<file path="src/rtl/sfc_pkg.sv">
// Package: shared types and constants for the servo frame codec.
package sfc_pkg;

    localparam int SFC_QDEPTH = 4;
    localparam int SFC_QPTR_W = $clog2(SFC_QDEPTH);
    localparam int SFC_WIN_DEPTH = 7;
    localparam int SFC_IDX_W = 4;

    localparam logic [7:0] SYNC_BYTE     = 8'hFF;
    localparam logic [7:0] REG_GOAL_POS  = 8'h1E;
    localparam logic [7:0] REG_SPEED     = 8'h20;
    localparam logic [7:0] REG_PRES_POS  = 8'h24;
    localparam logic [7:0] LEN_WRITE     = 8'h05;
    localparam logic [7:0] LEN_READ      = 8'h04;
    localparam logic [7:0] INST_WRITE    = 8'h03;
    localparam logic [7:0] INST_READ     = 8'h02;
    localparam logic [7:0] READ_COUNT    = 8'h02;
    localparam logic [15:0] VALUE_MAX    = 16'd1023;

    localparam logic [SFC_IDX_W-1:0] WRITE_LAST_IDX = 4'd8;
    localparam logic [SFC_IDX_W-1:0] READ_LAST_IDX  = 4'd7;

    typedef enum logic [1:0] {
        ACT_GOAL  = 2'd0,
        ACT_SPEED = 2'd1,
        ACT_READ  = 2'd2,
        ACT_RX    = 2'd3
    } t_action;

    typedef enum logic [1:0] {
        KIND_TX     = 2'd0,
        KIND_POS    = 2'd1,
        KIND_REJECT = 2'd2
    } t_kind;

    typedef enum logic [1:0] {
        OP_WRITE  = 2'd0,
        OP_READ   = 2'd1,
        OP_REJECT = 2'd2,
        OP_POS    = 2'd3
    } t_op;

    typedef struct packed {
        t_op        op;
        logic [7:0] id;
        logic [7:0] regaddr;
        logic [7:0] lo;
        logic [7:0] hi;
        logic [7:0] chk;
    } t_desc;

endpackage

</file>
<file path="src/rtl/sfc_front.sv">
// Front end: accepts items, builds frame descriptors, runs the receive window.
module sfc_front (
    input  logic          i_clk,
    input  logic          i_rst_n,
    input  logic          i_valid,
    input  logic [1:0]    i_action,
    input  logic [7:0]    i_servo_id,
    input  logic [15:0]   i_value,
    input  logic [7:0]    i_rx_byte,
    output logic          o_push,
    output sfc_pkg::t_desc o_desc
);
    import sfc_pkg::*;

    logic [7:0] r_win [SFC_WIN_DEPTH];
    logic [7:0] n_win [SFC_WIN_DEPTH];
    logic [7:0] reg_sel;
    logic [7:0] wr_sum;
    logic [7:0] win_sum;
    logic       win_hit;
    t_action    act;

    assign act     = t_action'(i_action);
    assign reg_sel = (act == ACT_GOAL) ? REG_GOAL_POS : REG_SPEED;
    assign wr_sum  = i_servo_id + LEN_WRITE + INST_WRITE + reg_sel
                   + i_value[7:0] + i_value[15:8];
    assign win_sum = r_win[2] + r_win[3] + r_win[4] + r_win[5] + r_win[6] + i_rx_byte;
    assign win_hit = (r_win[0] == SYNC_BYTE) && (r_win[1] == SYNC_BYTE)
                   && (win_sum == SYNC_BYTE);

    always_comb begin
        o_push         = 1'b0;
        o_desc.op      = OP_WRITE;
        o_desc.id      = i_servo_id;
        o_desc.regaddr = reg_sel;
        o_desc.lo      = i_value[7:0];
        o_desc.hi      = i_value[15:8];
        o_desc.chk     = ~wr_sum;
        n_win          = r_win;
        unique case (act) inside
            ACT_GOAL, ACT_SPEED: begin
                o_push = i_valid;
                if (i_value > VALUE_MAX) begin
                    o_desc.op = OP_REJECT;
                end
            end
            ACT_READ: begin
                o_push         = i_valid;
                o_desc.op      = OP_READ;
                o_desc.regaddr = REG_PRES_POS;
                o_desc.chk     = ~(i_servo_id + LEN_READ + INST_READ + REG_PRES_POS
                                   + READ_COUNT);
                if (i_valid) begin
                    for (int i = 0; i < SFC_WIN_DEPTH; i++) n_win[i] = '0;
                end
            end
            ACT_RX: begin
                o_desc.op = OP_POS;
                o_desc.lo = r_win[5];
                o_desc.hi = r_win[6];
                if (i_valid) begin
                    if (win_hit) begin
                        o_push = 1'b1;
                        for (int i = 0; i < SFC_WIN_DEPTH; i++) n_win[i] = '0;
                    end else begin
                        for (int i = 0; i < SFC_WIN_DEPTH - 1; i++) n_win[i] = r_win[i+1];
                        n_win[SFC_WIN_DEPTH-1] = i_rx_byte;
                    end
                end
            end
            default: o_push = 1'b0;
        endcase
    end

    always_ff @(posedge i_clk) begin
        if (!i_rst_n) begin
            for (int i = 0; i < SFC_WIN_DEPTH; i++) r_win[i] <= '0;
        end else begin
            r_win <= n_win;
        end
    end

endmodule

</file>
<file path="src/rtl/sfc_fifo.sv">
// Descriptor queue between front end and frame sender.
module sfc_fifo (
    input  logic           i_clk,
    input  logic           i_rst_n,
    input  logic           i_push,
    input  sfc_pkg::t_desc i_desc,
    input  logic           i_pop,
    output logic           o_full,
    output logic           o_avail,
    output sfc_pkg::t_desc o_desc
);
    import sfc_pkg::*;

    t_desc                r_mem [SFC_QDEPTH];
    logic [SFC_QPTR_W-1:0] r_wr;
    logic [SFC_QPTR_W-1:0] r_rd;
    logic [SFC_QPTR_W:0]   r_cnt;
    logic                  do_push;
    logic                  do_pop;

    assign o_full  = (r_cnt == (SFC_QPTR_W+1)'(SFC_QDEPTH));
    assign o_avail = (r_cnt != '0);
    assign o_desc  = r_mem[r_rd];
    assign do_push = i_push && !o_full;
    assign do_pop  = i_pop && o_avail;

    always_ff @(posedge i_clk) begin
        if (do_push) begin
            r_mem[r_wr] <= i_desc;
        end
    end

    always_ff @(posedge i_clk) begin
        if (!i_rst_n) begin
            r_wr  <= '0;
            r_rd  <= '0;
            r_cnt <= '0;
        end else begin
            if (do_push) r_wr <= r_wr + 1'b1;
            if (do_pop)  r_rd <= r_rd + 1'b1;
            case ({do_push, do_pop})
                2'b10:   r_cnt <= r_cnt + 1'b1;
                2'b01:   r_cnt <= r_cnt - 1'b1;
                default: r_cnt <= r_cnt;
            endcase
        end
    end

endmodule

</file>
<file path="src/rtl/sfc_back.sv">
// Frame sender: expands descriptors into result items through an output register.
module sfc_back (
    input  logic           i_clk,
    input  logic           i_rst_n,
    input  logic           i_avail,
    input  sfc_pkg::t_desc i_desc,
    output logic           o_pop,
    output logic           o_valid,
    input  logic           i_ready,
    output logic [1:0]     o_kind,
    output logic [7:0]     o_tx_byte,
    output logic [15:0]    o_position,
    output logic           o_last
);
    import sfc_pkg::*;

    logic [SFC_IDX_W-1:0] r_idx;
    logic                 r_valid;
    t_kind                r_kind;
    logic [7:0]           r_tx;
    logic [15:0]          r_pos;
    logic                 r_last;

    t_kind       n_kind;
    logic [7:0]  n_tx;
    logic [15:0] n_pos;
    logic        n_last;
    logic        advance;
    logic        emit;

    assign advance = !r_valid || i_ready;
    assign emit    = advance && i_avail;
    assign o_pop   = emit && n_last;

    always_comb begin
        n_kind = KIND_TX;
        n_tx   = '0;
        n_pos  = '0;
        n_last = 1'b1;
        unique case (i_desc.op)
            OP_WRITE: begin
                n_last = (r_idx == WRITE_LAST_IDX);
                case (r_idx) inside
                    4'd0, 4'd1: n_tx = SYNC_BYTE;
                    4'd2:       n_tx = i_desc.id;
                    4'd3:       n_tx = LEN_WRITE;
                    4'd4:       n_tx = INST_WRITE;
                    4'd5:       n_tx = i_desc.regaddr;
                    4'd6:       n_tx = i_desc.lo;
                    4'd7:       n_tx = i_desc.hi;
                    default:    n_tx = i_desc.chk;
                endcase
            end
            OP_READ: begin
                n_last = (r_idx == READ_LAST_IDX);
                case (r_idx) inside
                    4'd0, 4'd1: n_tx = SYNC_BYTE;
                    4'd2:       n_tx = i_desc.id;
                    4'd3:       n_tx = LEN_READ;
                    4'd4:       n_tx = INST_READ;
                    4'd5:       n_tx = i_desc.regaddr;
                    4'd6:       n_tx = READ_COUNT;
                    default:    n_tx = i_desc.chk;
                endcase
            end
            OP_REJECT: n_kind = KIND_REJECT;
            OP_POS: begin
                n_kind = KIND_POS;
                n_pos  = {i_desc.hi, i_desc.lo};
            end
            default: n_kind = KIND_TX;
        endcase
    end

    always_ff @(posedge i_clk) begin
        if (!i_rst_n) begin
            r_valid <= 1'b0;
            r_idx   <= '0;
        end else if (advance) begin
            r_valid <= i_avail;
            if (emit) begin
                r_idx <= n_last ? '0 : r_idx + 1'b1;
            end
        end
    end

    always_ff @(posedge i_clk) begin
        if (emit) begin
            r_kind <= n_kind;
            r_tx   <= n_tx;
            r_pos  <= n_pos;
            r_last <= n_last;
        end
    end

    assign o_valid    = r_valid;
    assign o_kind     = r_kind;
    assign o_tx_byte  = r_tx;
    assign o_position = r_pos;
    assign o_last     = r_last;

endmodule

</file>
<file path="src/rtl/servo_frame_codec_top.sv">
// Top level: servo bus frame encoder and position reply decoder.
//
// Channel  Dir  Width         Contents
// s_*      in   tdata 32/u 2  item: servo_id, value, rx_byte; tuser action
// m_*      out  tdata 24/u 2  item: tx_byte, position; tuser kind; tlast last
//
// Write command: 9 items, one per cycle while m_tready is high; read request:
// 8 items; reject or decoded position: 1 item. Received bytes are taken one
// per cycle. Input side is throttled only by the 4-entry descriptor queue, so
// items keep coming in while the sender is busy on a frame or stalled by m_tready.
// Synchronous active-low reset clears the receive window, queue and output.
module servo_frame_codec_top (
    input  logic        i_clk,
    input  logic        i_rst_n,
    input  logic        s_tvalid,
    output logic        s_tready,
    input  logic [31:0] s_tdata,   // [7:0] servo_id, [23:8] value, [31:24] rx_byte
    input  logic [1:0]  s_tuser,   // [1:0] action
    output logic        m_tvalid,
    input  logic        m_tready,
    output logic [23:0] m_tdata,   // [7:0] tx_byte, [23:8] position
    output logic [1:0]  m_tuser,   // [1:0] kind
    output logic        m_tlast
);
    import sfc_pkg::*;

    logic  q_full;
    logic  q_avail;
    logic  q_pop;
    logic  f_push;
    t_desc f_desc;
    t_desc q_desc;
    logic  acc;

    assign s_tready = !q_full;
    assign acc      = s_tvalid && s_tready;

    sfc_front u_front (
        .i_clk      (i_clk),
        .i_rst_n    (i_rst_n),
        .i_valid    (acc),
        .i_action   (s_tuser),
        .i_servo_id (s_tdata[7:0]),
        .i_value    (s_tdata[23:8]),
        .i_rx_byte  (s_tdata[31:24]),
        .o_push     (f_push),
        .o_desc     (f_desc)
    );

    sfc_fifo u_fifo (
        .i_clk   (i_clk),
        .i_rst_n (i_rst_n),
        .i_push  (f_push),
        .i_desc  (f_desc),
        .i_pop   (q_pop),
        .o_full  (q_full),
        .o_avail (q_avail),
        .o_desc  (q_desc)
    );

    sfc_back u_back (
        .i_clk      (i_clk),
        .i_rst_n    (i_rst_n),
        .i_avail    (q_avail),
        .i_desc     (q_desc),
        .o_pop      (q_pop),
        .o_valid    (m_tvalid),
        .i_ready    (m_tready),
        .o_kind     (m_tuser),
        .o_tx_byte  (m_tdata[7:0]),
        .o_position (m_tdata[23:8]),
        .o_last     (m_tlast)
    );

endmodule

</file>
<file path="config.mk">
export PLATFORM = sky130hd
export DESIGN_NAME = servo_frame_codec_top
export DESIGN_NICKNAME = d
export VERILOG_FILES = /design/src/rtl/sfc_pkg.sv /design/src/rtl/sfc_front.sv /design/src/rtl/sfc_fifo.sv /design/src/rtl/sfc_back.sv /design/src/rtl/servo_frame_codec_top.sv
export SDC_FILE = /design/constraint.sdc
export NUM_CORES = 1
export LEC_CHECK = 0
export ABC_AREA = 1
export BUFFER_PORTS_ARGS = -buffer_cell sky130_fd_sc_hd__buf_2
export CAP_MARGIN = 20
export CORE_AREA = 2 2 151 168
export DETAILED_ROUTE_END_ITERATION = 10
export DIE_AREA = 0 0 153 170
export GPL_ROUTABILITY_DRIVEN = 0
export PLACE_DENSITY = 0.75
export SETUP_SLACK_MARGIN = 0.1
export SKIP_LAST_GASP = 1
export SYNTH_ARGS = -nofsm -noshare
export SYNTH_HDL_FRONTEND = slang
export SYNTH_HIERARCHICAL = 1
export SYNTH_SLANG_ARGS = --single-unit
</file>
<file path="constraint.sdc">
create_clock -name i_clk -period 5.9 [get_ports i_clk]
set_input_delay 0.59 -clock i_clk [delete_from_list [all_inputs] [get_ports i_clk]]
set_output_delay 0.59 -clock i_clk [all_outputs]
set_load 0.01 [all_outputs]
</file>
==> metrics <==
status completed; Worst Setup End Kind flip-flop; met3 routed WL 2.14 mm; crit path kind reg2reg; layout cells sized above 1 0.135; Layout Skew 0.0124 ns; Root Driver clkbuf_16; switching share of power 0.340; Post-Layout Cell Count 1,756; setup TNS 0 ns; Critical Path RT 6.36 ns; WL met2 13.9 mm; Flop pwr share 0.429; worst setup margin 0.793 ns; Gates resized, CTS repair 0; CTS H-tree lvls 1; DR vias/cell 5.50; Synth-to-Final Area Change 9.27%; largest net degree at the start of global routing 97; detailed placement HPWL 19.6 mm; Worst-path clk slew 0.07 ns; Final Setup Violations 0; post-place setup slack 0.463 ns; post-synth cell types 43; diodes inserted 0; FF+latch count, synth 265; clk sinks 265; chip width 153 um; Avg Cell Area, Syn 9.66 um2; Max-cap violations 0; initial DRC count 1,017; unrepaired setup endpoints after global routing false; Hold Path Class in2reg; Net Switching 1.89 mW; worst endpoint data arrival time 5.57 ns; worst relative slew slack 0.357; Cell Pwr Density 381 nW/um2; Max clock buf depth 3; Clk pwr share 0.283; Synth Flop Type edfxtp_1; Worst-Margin Slew 0.961 ns; Total GRT Usage 0.227; Clock Latency Late Sink 0.54 ns; top sig layer met4; worst vdd ir 0.249 mV; Post-Route WL 29.3 mm; Syn. warnings 6; Slew Limit Fails 0; Die H 170 um; Layout Nets 1,534; Via Count 9,656; Num CTS Buffers 27; initial antenna violation count 0; Leak 5.58 nW; sequential-to-total area share from yosys stat 0.541; Logic pwr share 0.289; Post-CTS Setup Inserts 0; PortBufs 66; post-route ant nets 0; row count 60; first-pass GRT wire length 47.5 mm; minimum hold slack 0.325 ns; CP Max Fanout 7; Syn Inst Count 1,389; drt wl/cell 16.7 um; min Tclk post-route 5.11 ns; Pre-antenna DRT Iters 5; Mapped Area 13,400 um2; full die area 26,000 um2; fin crit share 0.866; vias in the first global route 9,245; fmax 196 MHz; hold_buf cts 0; CTS tree built; drc violations 0; internal power 3.68 mW; asr flop ratio synth 0; total grt overflow 0; IO Count 67; Hold Vio Cnt, Final 0; core footprint 24,200 um2; startpoint types flip-flop; initial cell density of the core 0.553; number of synthesized flops with an enable pin 195; met1 WL 12.5 mm; cell count after placement 1,709
-- power groups by stage --
stage | logic (mW) | clock network, mW | registers, mW
after floorplan | 1.06 | 0 | 2.49
after global placement | 1.56 | 0 | 2.43
after detailed placement | 1.59 | 0 | 2.43
after CTS | 1.61 | 1.61 | 2.39
after global routing | 1.79 | 1.69 | 2.41
final | 1.61 | 1.58 | 2.39
-- cells in the final DEF, fill, tap and decap left out, types with 43 or more instances in the layout --
| cell type | synthesis | final |
|---|---|---|
| o21ai_0 | 89 | 89 |
| a21oi_1 | 53 | 53 |
| o22ai_1 | 43 | 43 |
| nand2_1 | 242 | 241 |
| edfxtp_1 | 195 | 195 |
| buf_2 | 11 | 66 |
| nor2_1 | 187 | 183 |
| inv_1 | 162 | 161 |
| dfxtp_1 | 70 | 69 |
| nand3_1 | 50 | 50 |
-- metal layers --
layer	global-route usage	vias to the layer above
met4	0.0620	0
met1	0.318	4572
li1	-	4660
met2	0.375	370
met3	0.0339	54
met5	0	-
-- metrics by stage --
step                      power (mW)  instance area, um2   util
after floorplan                 3.55               13400      -
after global placement          3.99               13800  0.571
after detailed placement        4.02               13800  0.571
after CTS                       5.61               14700  0.604
after global routing            5.89               14700  0.604
final                           5.58               14700  0.604
-- layout make-up --
| class | instances | area, um2 |
|---|---|---|
| fillers | 1982 | 9590 |
| flip-flops and latches | 265 | 7260 |
| multi-input cells | 874 | 5060 |
| clock buffers | 31 | 691 |
| inverters | 173 | 652 |
| repair buffers | 87 | 488 |
| well taps | 310 | 388 |
| clock inverters | 16 | 119 |
-- synth_stat cells, types with 2 or more instances --
library cell / number / area [um2]
inv_1: 162 / 608
o21ai_0: 89 / 445
nor2_1: 187 / 702
nor2_2: 2 / 12.5
ha_1: 27 / 338
dfxtp_1: 70 / 1400
clkbuf_1: 36 / 135
xor2_1: 7 / 61.3
nand2_2: 3 / 18.8
xnor2_1: 6 / 52.6
nand4_1: 9 / 56.3
a21oi_2: 20 / 175
inv_2: 9 / 33.8
buf_4: 14 / 105
nand3_2: 22 / 220
a211oi_1: 2 / 15.0
o22ai_1: 43 / 269
nand2_1: 242 / 908
buf_1: 3 / 11.3
a21oi_1: 53 / 265
fa_1: 41 / 821
mux2i_1: 2 / 20.0
buf_2: 11 / 55.1
o21ai_1: 36 / 180
a21o_1: 2 / 15.0
nand3_1: 50 / 250
nor3_1: 18 / 90.1
buf_8: 2 / 30.0
buf_6: 13 / 146
edfxtp_1: 195 / 5860
-- sequential cells by signal, summed over array words and instances, names as in the netlist, named ones only --
signal and flops:
u_back/o_valid 1, u_back/r_idx 4, u_fifo/r_rd 2, u_back/o_position 16, u_back/o_tx_byte 8, u_front/r_win 56, u_back/o_kind 2, u_fifo/r_mem 168
u_fifo/r_cnt 3, u_fifo/r_wr 2, u_back/o_last 1
-- logic make-up after synthesis --
family | synth area share
and+or+nand+nor | 0.173
DFF | 0.541
buffers and inverters | 0.0846
AOI/OAI and AO/OA | 0.105
adders and majority gates | 0.0864
xor gates and xnor gates | 0.00849
muxes | 0.00149
other | 0.000280
-- critical path, stage by stage, from the launching register on --
cell and delay [ns]:
dfxtp_1 0.34, fa_1 0.53, inv_1 0.05, fa_1 0.52, inv_1 0.05, fa_1 0.47, ha_1 0.19, inv_1 0.08
fa_1 0.41, inv_1 0.08, nand2_1 0.07, a21oi_1 0.20, nor2_1 0.06, nand2_1 0.05, nand3_1 0.06, nor2_1 0.14
nand3_2 0.09, a21oi_1 0.25, nand2_1 0.38, ha_1 0.36, inv_1 0.09, fa_1 0.42, a21oi_1 0.14
-- worst paths after layout --
| kind | from | to | slack, ns | cells past startpoint |
|---|---|---|---|---|
| worst max-delay path | u_front/r_win[18] | u_fifo/r_cnt[1] | 0.79 | 22 |
| worst min-delay path | s_tdata[3] | u_fifo/r_mem[0][35] | 0.32 | 1 |
| worst max register to register | u_front/r_win[18] | u_fifo/r_cnt[1] | 0.79 | 22 |
| worst min register to register | u_front/r_win[52] | u_front/r_win[52] | 0.47 | 2 |
Note: power is estimated with default switching activity, not from simulation.
